## src/hdl/ccs_pkg.sv

```systemverilog
package ccs_pkg;

   // Field widths fixed by the request and result formats
   localparam int CENTER_W = 15;
   localparam int RADIUS_W = 8;
   localparam int OFFSET_W = 9;
   localparam int COLOR_W  = 16;
   localparam int COORD_W  = 16;

   // Square root: radicand width, steps, steps per pipeline stage
   localparam int ROOT_W          = 16;
   localparam int HALF_W          = 8;
   localparam int ROOT_STEPS      = 8;
   localparam int STEPS_PER_STAGE = 2;
   localparam int ROOT_STAGES     = ROOT_STEPS / STEPS_PER_STAGE;

   // Request fields that ride alongside the root computation
   typedef struct packed {
      logic signed [CENTER_W-1:0] center_x;
      logic signed [CENTER_W-1:0] center_y;
      logic signed [OFFSET_W-1:0] column_offset;
      logic [COLOR_W-1:0]         fill_color;
      logic                       in_range;
   } ccs_side_type;

   // Digit-by-digit square root state: remaining radicand and partial root
   typedef struct packed {
      logic [ROOT_W-1:0] op;
      logic [ROOT_W-1:0] res;
   } ccs_root_type;

   // One restoring root step for the given bit weight (one = 4^k)
   function automatic ccs_root_type root_step(ccs_root_type v, logic [ROOT_W-1:0] one);
      ccs_root_type      r;
      logic [ROOT_W-1:0] sum;
      sum = v.res + one;
      if (v.op >= sum) begin
         r.op  = v.op - sum;
         r.res = (v.res >> 1) + one;
      end else begin
         r.op  = v.op;
         r.res = v.res >> 1;
      end
      return r;
   endfunction

endpackage

```

## src/hdl/ccs_front.sv

```systemverilog
module ccs_front import ccs_pkg::*; #(
   parameter int MAX_RADIUS = 181
) (
   input  logic                       clock,
   input  logic                       reset,
   input  logic                       in_valid,
   output logic                       in_ready,
   input  logic signed [CENTER_W-1:0] in_center_x,
   input  logic signed [CENTER_W-1:0] in_center_y,
   input  logic [RADIUS_W-1:0]        in_radius_px,
   input  logic signed [OFFSET_W-1:0] in_column_offset,
   input  logic [COLOR_W-1:0]         in_fill_color,
   output logic                       out_valid,
   input  logic                       out_ready,
   output logic [ROOT_W-1:0]          out_rem,
   output ccs_side_type               out_side
);

   localparam logic [RADIUS_W-1:0] RMAX = RADIUS_W'(MAX_RADIUS);

   logic                       a_valid_ff, a_valid_in;
   logic [ROOT_W-1:0]          a_rr_ff, a_rr_in;
   logic [ROOT_W-1:0]          a_dd_ff, a_dd_in;
   ccs_side_type               a_side_ff, a_side_in;
   logic                       b_valid_ff, b_valid_in;
   logic [ROOT_W-1:0]          b_rem_ff, b_rem_in;
   ccs_side_type               b_side_ff, b_side_in;
   logic                       a_ready, b_ready;
   logic [RADIUS_W-1:0]        r_clamp, sq_r, sq_d;
   logic signed [OFFSET_W:0]   r_s, dx_s, dx_abs;
   logic                       ok;

   assign b_ready  = !b_valid_ff || out_ready;
   assign a_ready  = !a_valid_ff || b_ready;
   assign in_ready = a_ready;

   // Clamp radius, range check and square both terms
   always_comb begin
      r_clamp = (in_radius_px > RMAX) ? RMAX : in_radius_px;
      r_s     = $signed({2'b00, r_clamp});
      dx_s    = {in_column_offset[OFFSET_W-1], in_column_offset};
      ok      = (dx_s >= -r_s) && (dx_s <= r_s - 10'sd1);
      dx_abs  = dx_s[OFFSET_W] ? -dx_s : dx_s;
      sq_r    = ok ? r_clamp : '0;
      sq_d    = ok ? dx_abs[RADIUS_W-1:0] : '0;

      a_valid_in = a_ready ? in_valid : a_valid_ff;
      a_rr_in    = a_rr_ff;
      a_dd_in    = a_dd_ff;
      a_side_in  = a_side_ff;
      if (a_ready && in_valid) begin
         a_rr_in                 = ROOT_W'(sq_r) * ROOT_W'(sq_r);
         a_dd_in                 = ROOT_W'(sq_d) * ROOT_W'(sq_d);
         a_side_in.center_x      = in_center_x;
         a_side_in.center_y      = in_center_y;
         a_side_in.column_offset = in_column_offset;
         a_side_in.fill_color    = in_fill_color;
         a_side_in.in_range      = ok;
      end
   end

   // Radicand r*r - dx*dx
   always_comb begin
      b_valid_in = b_ready ? a_valid_ff : b_valid_ff;
      b_rem_in   = b_rem_ff;
      b_side_in  = b_side_ff;
      if (b_ready && a_valid_ff) begin
         b_rem_in  = a_rr_ff - a_dd_ff;
         b_side_in = a_side_ff;
      end
   end

   always_ff @(posedge clock) begin
      if (reset) begin
         a_valid_ff <= 1'b0;
         b_valid_ff <= 1'b0;
      end else begin
         a_valid_ff <= a_valid_in;
         b_valid_ff <= b_valid_in;
      end
   end

   always_ff @(posedge clock) begin
      a_rr_ff   <= a_rr_in;
      a_dd_ff   <= a_dd_in;
      a_side_ff <= a_side_in;
      b_rem_ff  <= b_rem_in;
      b_side_ff <= b_side_in;
   end

   assign out_valid = b_valid_ff;
   assign out_rem   = b_rem_ff;
   assign out_side  = b_side_ff;

endmodule

```

## src/hdl/ccs_root_stage.sv

```systemverilog
module ccs_root_stage import ccs_pkg::*; #(
   parameter int STAGE = 0
) (
   input  logic         clock,
   input  logic         reset,
   input  logic         in_valid,
   output logic         in_ready,
   input  ccs_root_type in_root,
   input  ccs_side_type in_side,
   output logic         out_valid,
   input  logic         out_ready,
   output ccs_root_type out_root,
   output ccs_side_type out_side
);

   // Bit weights 4^k for the two steps done here, highest first
   localparam int FIRST_SH  = (ROOT_W - 2) - 2 * STEPS_PER_STAGE * STAGE;
   localparam logic [ROOT_W-1:0] ONE_A = ROOT_W'(1) << FIRST_SH;
   localparam logic [ROOT_W-1:0] ONE_B = ROOT_W'(1) << (FIRST_SH - 2);

   logic         valid_ff, valid_in;
   ccs_root_type root_ff, root_in;
   ccs_side_type side_ff, side_in;
   logic         ready;

   assign ready    = !valid_ff || out_ready;
   assign in_ready = ready;

   // Two root steps per stage
   always_comb begin
      valid_in = ready ? in_valid : valid_ff;
      root_in  = root_ff;
      side_in  = side_ff;
      if (ready && in_valid) begin
         root_in = root_step(root_step(in_root, ONE_A), ONE_B);
         side_in = in_side;
      end
   end

   always_ff @(posedge clock) begin
      if (reset) begin
         valid_ff <= 1'b0;
      end else begin
         valid_ff <= valid_in;
      end
   end

   always_ff @(posedge clock) begin
      root_ff <= root_in;
      side_ff <= side_in;
   end

   assign out_valid = valid_ff;
   assign out_root  = root_ff;
   assign out_side  = side_ff;

endmodule

```

## src/hdl/circle_column_span.sv

```systemverilog
// Channel | Direction | Ports                                                  | Handshake
// req     | in        | center_x center_y radius_px column_offset fill_color   | req_valid/req_ready
// rsp     | out       | column_x span_top span_end span_color in_range          | rsp_valid/rsp_ready
//
// Seven register stages: square terms, radicand, four root stages of two
// digits each, output adders. One request per cycle while the output is not stalled.
// Throughput is set by the pipeline only: every stage takes a new request
// each cycle while it is empty or its downstream stage is moving.
// Synchronous reset clears the valid bits only; data registers hold.
// A stalled output holds its stage; bubbles still collapse upstream.
module circle_column_span import ccs_pkg::*; #(
   parameter int MAX_RADIUS = 181
) (
   input  logic                       clock,
   input  logic                       reset,
   input  logic                       req_valid,
   output logic                       req_ready,
   input  logic signed [CENTER_W-1:0] req_center_x,
   input  logic signed [CENTER_W-1:0] req_center_y,
   input  logic [RADIUS_W-1:0]        req_radius_px,
   input  logic signed [OFFSET_W-1:0] req_column_offset,
   input  logic [COLOR_W-1:0]         req_fill_color,
   output logic                       rsp_valid,
   input  logic                       rsp_ready,
   output logic signed [COORD_W-1:0]  rsp_column_x,
   output logic signed [COORD_W-1:0]  rsp_span_top,
   output logic signed [COORD_W-1:0]  rsp_span_end,
   output logic [COLOR_W-1:0]         rsp_span_color,
   output logic                       rsp_in_range
);

   logic                  st_valid [ROOT_STAGES+1];
   logic                  st_ready [ROOT_STAGES+1];
   ccs_root_type          st_root  [ROOT_STAGES+1];
   ccs_side_type          st_side  [ROOT_STAGES+1];
   logic [ROOT_W-1:0]     front_rem;

   logic                  o_valid_ff, o_valid_in;
   logic [COORD_W-1:0]    o_x_ff, o_x_in;
   logic [COORD_W-1:0]    o_top_ff, o_top_in;
   logic [COORD_W-1:0]    o_end_ff, o_end_in;
   logic [COLOR_W-1:0]    o_color_ff, o_color_in;
   logic                  o_range_ff, o_range_in;
   logic                  o_ready;
   logic [HALF_W-1:0]     half;
   logic [COORD_W-1:0]    cy_ext;
   ccs_side_type          last_side;

   // Clamp, range check, squares and radicand
   ccs_front #(
      .MAX_RADIUS(MAX_RADIUS)
   ) u_front (
      .clock            (clock),
      .reset            (reset),
      .in_valid         (req_valid),
      .in_ready         (req_ready),
      .in_center_x      (req_center_x),
      .in_center_y      (req_center_y),
      .in_radius_px     (req_radius_px),
      .in_column_offset (req_column_offset),
      .in_fill_color    (req_fill_color),
      .out_valid        (st_valid[0]),
      .out_ready        (st_ready[0]),
      .out_rem          (front_rem),
      .out_side         (st_side[0])
   );

   assign st_root[0].op  = front_rem;
   assign st_root[0].res = '0;

   // Square root pipeline
   for (genvar g = 0; g < ROOT_STAGES; g++) begin : g_root
      ccs_root_stage #(
         .STAGE(g)
      ) u_stage (
         .clock     (clock),
         .reset     (reset),
         .in_valid  (st_valid[g]),
         .in_ready  (st_ready[g]),
         .in_root   (st_root[g]),
         .in_side   (st_side[g]),
         .out_valid (st_valid[g+1]),
         .out_ready (st_ready[g+1]),
         .out_root  (st_root[g+1]),
         .out_side  (st_side[g+1])
      );
   end

   assign o_ready                = !o_valid_ff || rsp_ready;
   assign st_ready[ROOT_STAGES]  = o_ready;
   assign last_side              = st_side[ROOT_STAGES];
   assign half                   = st_root[ROOT_STAGES].res[HALF_W-1:0];

   // Output stage: column and span edges
   always_comb begin
      cy_ext     = {last_side.center_y[CENTER_W-1], last_side.center_y};
      o_valid_in = o_ready ? st_valid[ROOT_STAGES] : o_valid_ff;
      o_x_in     = o_x_ff;
      o_top_in   = o_top_ff;
      o_end_in   = o_end_ff;
      o_color_in = o_color_ff;
      o_range_in = o_range_ff;
      if (o_ready && st_valid[ROOT_STAGES]) begin
         o_x_in     = {last_side.center_x[CENTER_W-1], last_side.center_x}
                    + {{(COORD_W-OFFSET_W){last_side.column_offset[OFFSET_W-1]}},
                       last_side.column_offset};
         o_top_in   = cy_ext - {{(COORD_W-HALF_W){1'b0}}, half};
         o_end_in   = cy_ext + {{(COORD_W-HALF_W){1'b0}}, half};
         o_color_in = last_side.fill_color;
         o_range_in = last_side.in_range;
      end
   end

   always_ff @(posedge clock) begin
      if (reset) begin
         o_valid_ff <= 1'b0;
      end else begin
         o_valid_ff <= o_valid_in;
      end
   end

   always_ff @(posedge clock) begin
      o_x_ff     <= o_x_in;
      o_top_ff   <= o_top_in;
      o_end_ff   <= o_end_in;
      o_color_ff <= o_color_in;
      o_range_ff <= o_range_in;
   end

   assign rsp_valid      = o_valid_ff;
   assign rsp_column_x   = o_x_ff;
   assign rsp_span_top   = o_top_ff;
   assign rsp_span_end   = o_end_ff;
   assign rsp_span_color = o_color_ff;
   assign rsp_in_range   = o_range_ff;

endmodule

```

## config.mk

```make
export PLATFORM = sky130hd
export DESIGN_NAME = circle_column_span
export DESIGN_NICKNAME = d
export VERILOG_FILES = /design/src/hdl/ccs_pkg.sv /design/src/hdl/ccs_front.sv /design/src/hdl/ccs_root_stage.sv /design/src/hdl/circle_column_span.sv
export SDC_FILE = /design/constraint.sdc
export NUM_CORES = 1
export LEC_CHECK = 0
export BUFFER_PORTS_ARGS = -buffer_cell sky130_fd_sc_hd__buf_2
export CAP_MARGIN = 20
export CELL_PAD_IN_SITES_DETAIL_PLACEMENT = 1
export CELL_PAD_IN_SITES_GLOBAL_PLACEMENT = 1
export CORE_MARGIN = 5
export CORE_UTILIZATION = 52
export CTS_CLUSTER_DIAMETER = 60
export DETAILED_ROUTE_END_ITERATION = 7
export GPL_TIMING_DRIVEN = 0
export PLACE_DENSITY = 0.84
export RECOVER_POWER = 50
export SYNTH_ARGS = -nofsm -noshare
export SYNTH_HDL_FRONTEND = slang
export SYNTH_HIERARCHICAL = 1
export SYNTH_SLANG_ARGS = --single-unit
```

## constraint.sdc

```tcl
create_clock -name clock -period 11.55 [get_ports clock]
set_input_delay 2.31 -clock clock [delete_from_list [all_inputs] [get_ports clock]]
set_output_delay 2.31 -clock clock [all_outputs]
set_load 0.05 [all_outputs]
```

After elaboration in Yosys (flattened, before gate mapping)
Cells that the tools add are included.
- flip-flop bits (word level): 560
- input bits: 67
- word-level logic and storage cells: 134
- add/subtract/negate cells: 28
- multiply operators: 2
- $lt $le $gt $ge: 11
- multiplexer cells: 16
- reduce and logical (&&, ||, !) cells: 22
- operators with widths (kind ; number):
    32-bit two-way mux ; 11
    16-bit >= comparator ; 7
    16-bit subtractor ; 7
    8-bit two-way mux ; 5
    15-bit by 9-bit adder with 16-bit output ; 2
    8-bit by 8-bit multiplier with 16-bit output ; 2
    15-bit by 11-bit adder with 16-bit output (second input constant) ; 1
    15-bit by 13-bit adder with 16-bit output (second input constant) ; 1
    15-bit by 3-bit adder with 16-bit output (second input constant) ; 1
    15-bit by 5-bit adder with 16-bit output (second input constant) ; 1
    15-bit by 7-bit adder with 16-bit output (second input constant) ; 1
    15-bit by 9-bit adder with 16-bit output (second input constant) ; 1
    16-bit by 1-bit adder with 16-bit output (second input constant) ; 1
    16-bit by 11-bit adder with 16-bit output (second input constant) ; 1
    16-bit by 13-bit adder with 16-bit output (second input constant) ; 1
    16-bit by 3-bit adder with 16-bit output (second input constant) ; 1
    16-bit by 5-bit adder with 16-bit output (second input constant) ; 1
    16-bit by 7-bit adder with 16-bit output (second input constant) ; 1
    16-bit by 9-bit adder with 16-bit output (second input constant) ; 1
    16-bit by 15-bit >= comparator with 1-bit output (second input constant) ; 1
    15-bit by 9-bit subtractor with 16-bit output ; 1
    16-bit by 15-bit subtractor with 16-bit output (second input constant) ; 1
    9-bit by 10-bit >= comparator with 1-bit output ; 1
    8-bit negation with 10-bit output ; 1
    other kinds (8) ; 27

Longest topological paths before layout
Gate-level depths: netlist of run 1.
- depth after elaboration: 11
- mapped depth: 34

Modules after synthesis
Netlist of run 1, hierarchy kept.
- by module, submodules not included (module ; instances ; cells an instance ; area each (µm²) ; sequential area each (µm²)):
    ccs_front ; 1 ; 785 ; 9714.3 ; 4784.6
    ccs_root_stage at g_root[3].u_stage ; 1 ; 560 ; 5915.7 ; 2662.6
    ccs_root_stage at g_root[2].u_stage ; 1 ; 498 ; 5445.2 ; 2662.6
    ccs_root_stage at g_root[1].u_stage ; 1 ; 425 ; 4967.3 ; 2662.6
    ccs_root_stage at g_root[0].u_stage ; 1 ; 401 ; 4904.7 ; 2662.6
    circle_column_span ; 1 ; 323 ; 3806.2 ; 1941.9

Worst setup path after synthesis of run 1
No wires, ideal clock.
- path kind: input to register
- start point: in req_radius_px[4]
- end point: reg u_front.a_rr_ff[15] (data pin)
- data arrival time: 9.311 ns
- setup slack: 1.984 ns
- stages on the path: 32
- cell sequence: inv_1 > nor3_1 > o21ai_0 > nor2b_1 > clkbuf_1 > ha_1 > nand2_1 > xnor2_1 > nand2_1 > inv_1 > ha_1 > nand4_1 > nor2_1 > a2111oi_4 > nor2_2 > or3_1 > buf_2 > buf_6 > or3_1 > fa_1 > inv_1 > fa_1 > inv_1 > fa_1 > fa_1 > inv_1 > ha_1 > and2_1 > a311o_1 > a21oi_1 > o211ai_1 > a31o_2
- longest elaborated chain between the ends: 7
- RTL lines (element ; RTL line ; text):
    from (decl) ; circle_column_span.sv:20 ; input logic [RADIUS_W-1:0] req_radius_px,
    8-bit greater-than comparator ; ccs_front.sv:39 ; r_clamp = (in_radius_px > RMAX) ? RMAX : in_radius_px;
    8-bit two-way mux (*) ; ccs_front.sv:39 ;
    8-bit negation with 10-bit output / 8-bit by 1-bit subtractor with 9-bit output (equally long branches) ; ccs_front.sv:42 ; ok = (dx_s >= -r_s) && (dx_s <= r_s - 10'sd1);
    9-bit by 10-bit >= comparator with 1-bit output / 9-bit less-or-equal comparator (equally long branches) ; ccs_front.sv:42 ;
    1-bit logical AND ; ccs_front.sv:42 ;
    8-bit two-way mux (*) ; ccs_front.sv:44 ; sq_r = ok ? r_clamp : '0;
    8-bit by 8-bit multiplier with 16-bit output (*) ; ccs_front.sv:52 ; a_rr_in = ROOT_W'(sq_r) * ROOT_W'(sq_r);
    to (signal assigned) ; ccs_front.sv:84 ; a_rr_ff <= a_rr_in;
    to (decl) ; ccs_front.sv:22 ; logic [ROOT_W-1:0] a_rr_ff, a_rr_in;
Mark *: on every way between the ends. The rest lies on a longest branch, timed or not.
A chain may end at the register's enable or synchronous reset.

Final worst setup path of run 1
- start point: in req_radius_px[4]
- end point: reg u_front.a_dd_ff[13] (data pin)
- longest elaborated chain between the ends: 7
- RTL lines (element ; RTL line ; text):
    8-bit greater-than comparator ; ccs_front.sv:39 ;
    8-bit two-way mux (*) ; ccs_front.sv:39 ;
    8-bit negation with 10-bit output / 8-bit by 1-bit subtractor with 9-bit output (equally long branches) ; ccs_front.sv:42 ;
    9-bit by 10-bit >= comparator with 1-bit output / 9-bit less-or-equal comparator (equally long branches) ; ccs_front.sv:42 ;
    1-bit logical AND (*) ; ccs_front.sv:42 ;
    8-bit two-way mux (*) ; ccs_front.sv:45 ; sq_d = ok ? dx_abs[RADIUS_W-1:0] : '0;
    8-bit by 8-bit multiplier with 16-bit output (*) ; ccs_front.sv:53 ; a_dd_in = ROOT_W'(sq_d) * ROOT_W'(sq_d);
    to (signal assigned) ; ccs_front.sv:85 ; a_dd_ff <= a_dd_in;
    to (decl) ; ccs_front.sv:23 ; logic [ROOT_W-1:0] a_dd_ff, a_dd_in;
Marks and branches as above.

==> results of run 1 <==
critical path: cells and delay by family:
kind	cells	cell delay (ps)
and+or+nand+nor	7	1210
adders and majority gates	7	2720
buffers and inverters	9	1550
xor gates and xnor gates	2	410
AOI/OAI and AO/OA	8	2720
flip-flops by register name, summed over array words and instances, names as in the netlist, 4 cells and up:
register and cells:
rsp_span_top 16, u_front/a_side_ff 56, u_front/out_rem 16, u_front/a_rr_ff 15, rsp_span_color 16, u_front/a_dd_ff 15
u_front/out_side 56, rsp_column_x 16, g_root.u_stage/out_side 224, rsp_span_end 15, g_root.u_stage/out_valid 4, g_root.u_stage/out_root 104
area by class of cell:
type,instances,share of cell area
sequential,557,0.445
multi-input combinational,2068,0.417
clock buffer,75,0.0428
tap,855,0.0286
inverter,223,0.0224
timing repair buffer,140,0.0215
buffer,74,0.0115
clock inverter,40,0.0107
antenna,1,0.0000669
cells in the final DEF (no fill, tap or decap), drive strengths merged, types with 14 or more instances in the layout:
cell,instances
a211oi,30
a21o,42
a21oi,189
a31oi,16
and2,23
buf,166
clkbuf,123
clkinv,22
conb,41
edfxtp,550
fa,63
ha,269
inv,233
mux2,27
nand2,190
nand2b,39
nand3,56
nand3b,14
nand4,38
nor2,185
nor2b,30
nor3,100
o211ai,28
o21a,31
o21ai,124
o21bai,17
o31ai,23
or3,34
xnor2,157
xor2,102
routing by layer:
metal,up-vias,global-route usage
met5,-,0
met4,0,0.107
met3,255,0.0278
met2,667,0.487
met1,12014,0.305
li1,11036,-
power by group through the flow:
| stage | clock network [mW] | registers (mW) | logic [mW] |
|---|---|---|---|
| 6_report | 1.93 | 2.42 | 1.96 |
| 5_1_grt | 2.08 | 2.42 | 2.15 |
| 4_1_cts | 1.96 | 2.42 | 1.94 |
| 3_5_place_dp | 0 | 2.46 | 1.89 |
| 3_3_place_gp | 0 | 2.46 | 1.76 |
| 2_1_floorplan | 0 | 2.44 | 1.41 |
stage by stage:
stage	setup WS [ps]	total power [mW]	instances
floorplan	1980	3.85	2922
global placement	697	4.22	3909
detailed placement	453	4.35	3917
CTS	1100	6.32	4032
global route	542	6.65	4033
finish	991	6.31	4033
worst paths after layout:
path,cells past startpoint,from,end
setup / recovery,33,req_radius_px[4],u_front/a_dd_ff[13]$_DFFE_PP_
hold / removal,0,u_front/a_side_ff[2]$_DFFE_PP_,u_front/out_side[2]$_DFFE_PP_
setup reg to reg,31,g_root[2].u_stage/out_root[7]$_DFFE_PP_,g_root[3].u_stage/out_root[3]$_DFFE_PP_
hold reg to reg,0,u_front/a_side_ff[2]$_DFFE_PP_,u_front/out_side[2]$_DFFE_PP_
==> flow_summary.json, run 1 <==
{
  "status": "complete, but fails checks",
  "violations": "capacitance limit, slew limit",
  "endpoint_kind": "flip-flop",
  "htreeDepth": 2,
  "layout_min_cycle_time_ps": 10560,
  "first_global_vias": 26371,
  "rsz0062_at_grt": "no",
  "dr_wl_met3_mm": 3.23,
  "power_leakage_nw": 14.5,
  "min_path_type": "reg2reg",
  "multiInputGateArea_mm2": 0.0156,
  "clkPwrFrac": 0.306,
  "cts_setup_buffers": 0,
  "drv_slew": 148,
  "grt_antenna_before_repair": 1,
  "clock.fmax_ghz": 0.0947,
  "syn_to_final_growth_pct": 11.9,
  "clock_path_buffers": 3,
  "yosysWarnings": 6,
  "die_h_um": 264,
  "synthesis.area_mm2": 0.0334,
  "max-slew-margin-rel": -1.85,
  "initial_core_util": 0.522,
  "hold_ws_ps": 410,
  "drc": 0,
  "drt-total-wl_mm": 91.9,
  "worst_slew_pin_slew_ps": 4270,
  "crit_path_max_fanout": 10,
  "io_buffer_count": 132,
  "first_pass_iters": 6,
  "cts_buffers": 61,
  "vias": 23972,
  "dieArea_mm2": 0.0694,
  "ff2ff_setup_slack_ps": 3410,
  "postLayoutCellArea_mm2": 0.0374,
  "cap_violations": 3,
  "power_frac_seq": 0.383,
  "nFillCells": 6714,
  "p_comb_frac": 0.311,
  "synthCells": 2884,
  "switching_power_mw": 2.06,
  "required_ps": 11910,
  "cp.arrival_ps": 10910,
  "routedWlPerCell_um": 22.8,
  "clk_latency_ps": 630,
  "first_iter_violations": 1548,
  "postCtsHoldBufs": 0,
  "root_buffer": "clkbuf_16",
  "cts_tree": "built",
  "slowest_delay_ps": 580,
  "crit_path_frequent_cell": "ha_1",
  "setup_viol": 0,
  "pin_count": 134,
  "layout-drive-gt1-share": 0.110,
  "skew_ps": 21.4,
  "grt_max_degree": 73,
  "fin_tns_setup_ps": 0,
  "critPathKind": "in2reg",
  "m1WireLength_mm": 35.9,
  "numClockSinks": 557,
  "via_per_inst": 5.94,
  "p_int_mw": 4.25,
  "die_w_um": 264,
  "crit_slowest_cell": "fa_1",
  "wl_met2_mm": 48.5,
  "placed_cell_area_mm2": 0.0355,
  "grt_use_total": 0.261,
  "regArea_mm2": 0.0167,
  "fin_crit_sh": 0.914,
  "post-route-util": 0.584,
  "finalHoldViolCount": 0,
  "design.core.area_mm2": 0.0640,
  "finalWeightedCongestion": 0.894,
  "top_layer": "met4",
  "place.detailed.hpwl_mm": 66.6,
  "cellPowerDensity_mw_per_mm2": 169,
  "cts-resized-gates": 0,
  "swShare": 0.326,
  "clk_pin_slew_ps": 60,
  "postRouteAntennaNets": 0,
  "grt-ovfl-total": 0,
  "rows": 93,
  "grt_pass1_wl_mm": 146,
  "nets": 3524,
  "ir_drop_v": 0.000134,
  "syn_avg_cell_area_um2": 11.6,
  "crit_path_start_kind": "input port"
}
(Power assumes the default switching activity.)
==> run 2: changes to the inputs <==
--- a/config.mk
+++ b/config.mk
@@ -10,11 +10,11 @@
 export CELL_PAD_IN_SITES_DETAIL_PLACEMENT = 1
 export CELL_PAD_IN_SITES_GLOBAL_PLACEMENT = 1
 export CORE_MARGIN = 5
-export CORE_UTILIZATION = 52
+export CORE_UTILIZATION = 47
 export CTS_CLUSTER_DIAMETER = 60
 export DETAILED_ROUTE_END_ITERATION = 7
 export GPL_TIMING_DRIVEN = 0
-export PLACE_DENSITY = 0.84
+export PLACE_DENSITY = 0.8
 export RECOVER_POWER = 50
 export SYNTH_ARGS = -nofsm -noshare
 export SYNTH_HDL_FRONTEND = slang
==> constraint.sdc (replaced) <==
create_clock -name clock -period 8.6 [get_ports clock]
set_input_delay 1.72 -clock clock [delete_from_list [all_inputs] [get_ports clock]]
set_output_delay 1.72 -clock clock [all_outputs]
set_load 0.05 [all_outputs]
==> run 2 against run 1 <==
Compared with the run above: the flow still finishes with violations (capacitance limit, slew limit); cell area increased by 1.5%; worst setup slack got worse by 850 ps; cell count increased by 2.4%; non-clock buffer count increased by 13; clock skew decreased by 6.1 ps; critical path depth decreased by 3; register-to-register slack got worse by 2700 ps; sequential share of layout area decreased by 0.65 points.
==> flow_summary.json, run 2 (synthesized netlist as in run 1, its figures left out) <==
{
  "cts_buffers": 60,
  "routedWlPerCell_um": 20.9,
  "placed_cell_area_mm2": 0.0356,
  "dr_wl_met3_mm": 2.25,
  "fin_ws_ps": 138,
  "finalHoldViolCount": 0,
  "drt-total-wl_mm": 86.3,
  "postLayoutCellArea_mm2": 0.0379,
  "setup_viol": 0,
  "clk_latency_ps": 620,
  "nets": 3536,
  "crit_path_frequent_cell": "fa_1",
  "finalWeightedCongestion": 0.886,
  "dp_cells": 4001,
  "via_per_inst": 5.63,
  "layout-drive-gt1-share": 0.130,
  "total_power_mw": 8.44,
  "io_buffer_count": 132,
  "nFillCells": 7448,
  "crit_path_max_fanout": 10,
  "ir_drop_v": 0.000166,
  "violations": "capacitance limit, slew limit",
  "cts_tree": "built",
  "root_buffer": "clkbuf_16",
  "numClockSinks": 557,
  "cap_violations": 3,
  "largest_reg_flops": 224,
  "post-route-util": 0.540,
  "hold_ws_ps": 410,
  "min_path_type": "reg2reg",
  "grt_antenna_before_repair": 4,
  "endpoint_kind": "flip-flop",
  "fin_crit_sh": 0.984,
  "grt_max_degree": 65,
  "layout_commonest_cell": "edfxtp_1",
  "skew_ps": 15.3,
  "top_layer": "met5",
  "die_w_um": 277,
  "clock.fmax_ghz": 0.118,
  "max-slew-margin-rel": -2.11,
  "rows": 97,
  "r2r_end": "g_root[3].u_stage/out_root[7]$_DFFE_PP_",
  "ff2ff_setup_slack_ps": 730,
  "cp.arrival_ps": 8800,
  "r2r_start": "g_root[2].u_stage/out_root[4]$_DFFE_PP_",
  "first_iter_violations": 1289,
  "drc": 0,
  "crit_path_start_kind": "input port",
  "design.core.area_mm2": 0.0703,
  "dieArea_mm2": 0.0765,
  "syn_to_final_growth_pct": 13.5,
  "pin_count": 134,
  "vias": 23254,
  "final_cell_mix": "edfxtp_1 (550), ha_1 (261), inv_1 (218)",
  "drv_slew": 154,
  "power_leakage_nw": 14.7,
  "first_global_vias": 25408,
  "clk_pin_slew_ps": 60,
  "place.detailed.hpwl_mm": 65.1,
  "crit_slowest_cell": "fa_1",
  "worst_slew_pin_slew_ps": 4670,
  "grt-ovfl-total": 0,
  "crit_path_end": "u_front/a_dd_ff[14]$_DFFE_PP_",
  "status": "complete, but fails checks",
  "slowest_delay_ps": 570,
  "final_cells": 4129,
  "critical_path.startpoint": "req_radius_px[2]",
  "first_pass_iters": 5,
  "initial_core_util": 0.476,
  "die_h_um": 277,
  "grt_pass1_wl_mm": 137,
  "ff2ff_path_depth": 32,
  "wl_met2_mm": 46.0,
  "htreeDepth": 2,
  "critPathKind": "in2reg",
  "fin_tns_setup_ps": 0,
  "layout_min_cycle_time_ps": 8460,
  "cellPowerDensity_mw_per_mm2": 222,
  "postRouteAntennaNets": 0,
  "place_ws_ps": -1320,
  "required_ps": 8940,
  "m1WireLength_mm": 35.5,
  "clock_path_buffers": 3,
  "grt_use_total": 0.219
}
==> run 2: cell count changes in the layout (fill, tap and decap cells not counted), moves of 5 or more <==
cell / before / now
buf_4: 7 / 21
nor3_1: 98 / 88
ha_1: 269 / 261
nor3_2: 2 / 10
clkbuf_1: 59 / 52
ha_4: 0 / 7
a21oi_1: 181 / 176
inv_6: 7 / 2
o21ai_0: 107 / 102
==> run 2: per-layer routing <==
layer,track usage,up-vias
li1,-,11080
met1,0.263,11643
met2,0.412,367
met3,0.0245,162
met4,0.0674,2
met5,0,-
==> run 2: worst max-delay path, delay by kind of cell <==
family                   cells  cell delay, ps
buffers and inverters        6             730
adder cells (fa/ha/maj)      6            2320
AND/OR/NAND/NOR              7            1810
XOR/XNOR                     4             690
AO/OA/AOI/OAI                7            1510
==> run 2: repair_timing <==
item                       CTS  global route
pin swaps                    8            27
hold buffers                 0             0
buffers inserted             8             7
setup endpoints to repair   14            11
resized for setup           21            42
==> run 2: final cells by class <==
class / count / area (µm²) / area share
Sequential cell: 557 / 16700 / 0.439
Multi-Input combinational cell: 2068 / 15900 / 0.420
Clock buffer: 70 / 1540 / 0.0406
Tap cell: 940 / 1180 / 0.0310
Timing Repair Buffer: 154 / 906 / 0.0239
Inverter: 223 / 841 / 0.0222
Buffer: 73 / 457 / 0.0120
Clock inverter: 42 / 428 / 0.0113
Antenna cell: 2 / 5.00 / 0.000132
==> run 2: worst min path at each step <==
stage	start	end	slack, ps	depth (start not counted)
5_1_grt	u_front/out_side[0]$_DFFE_PP_	g_root[0].u_stage/out_side[0]$_DFFE_PP_	410	0
4_1_cts	u_front/out_side[21]$_DFFE_PP_	g_root[0].u_stage/out_side[21]$_DFFE_PP_	400	0
6_report	u_front/out_side[21]$_DFFE_PP_	g_root[0].u_stage/out_side[21]$_DFFE_PP_	410	0
3_5_place_dp	g_root[1].u_stage/out_side[37]$_DFFE_PP_	g_root[2].u_stage/out_side[37]$_DFFE_PP_	410	0
3_3_place_gp	g_root[1].u_stage/out_side[13]$_DFFE_PP_	g_root[2].u_stage/out_side[13]$_DFFE_PP_	400	0
2_1_floorplan	u_front/out_side[0]$_DFFE_PP_	g_root[0].u_stage/out_side[0]$_DFFE_PP_	400	0
==> run 2: where the power goes <==
part	internal (mW)	leakage (nW)	switching (mW)
logic	1.06	8.57	1.61
registers	3.19	5.13	0.0601
clock network	1.47	0.958	1.05
total	5.72	14.7	2.72
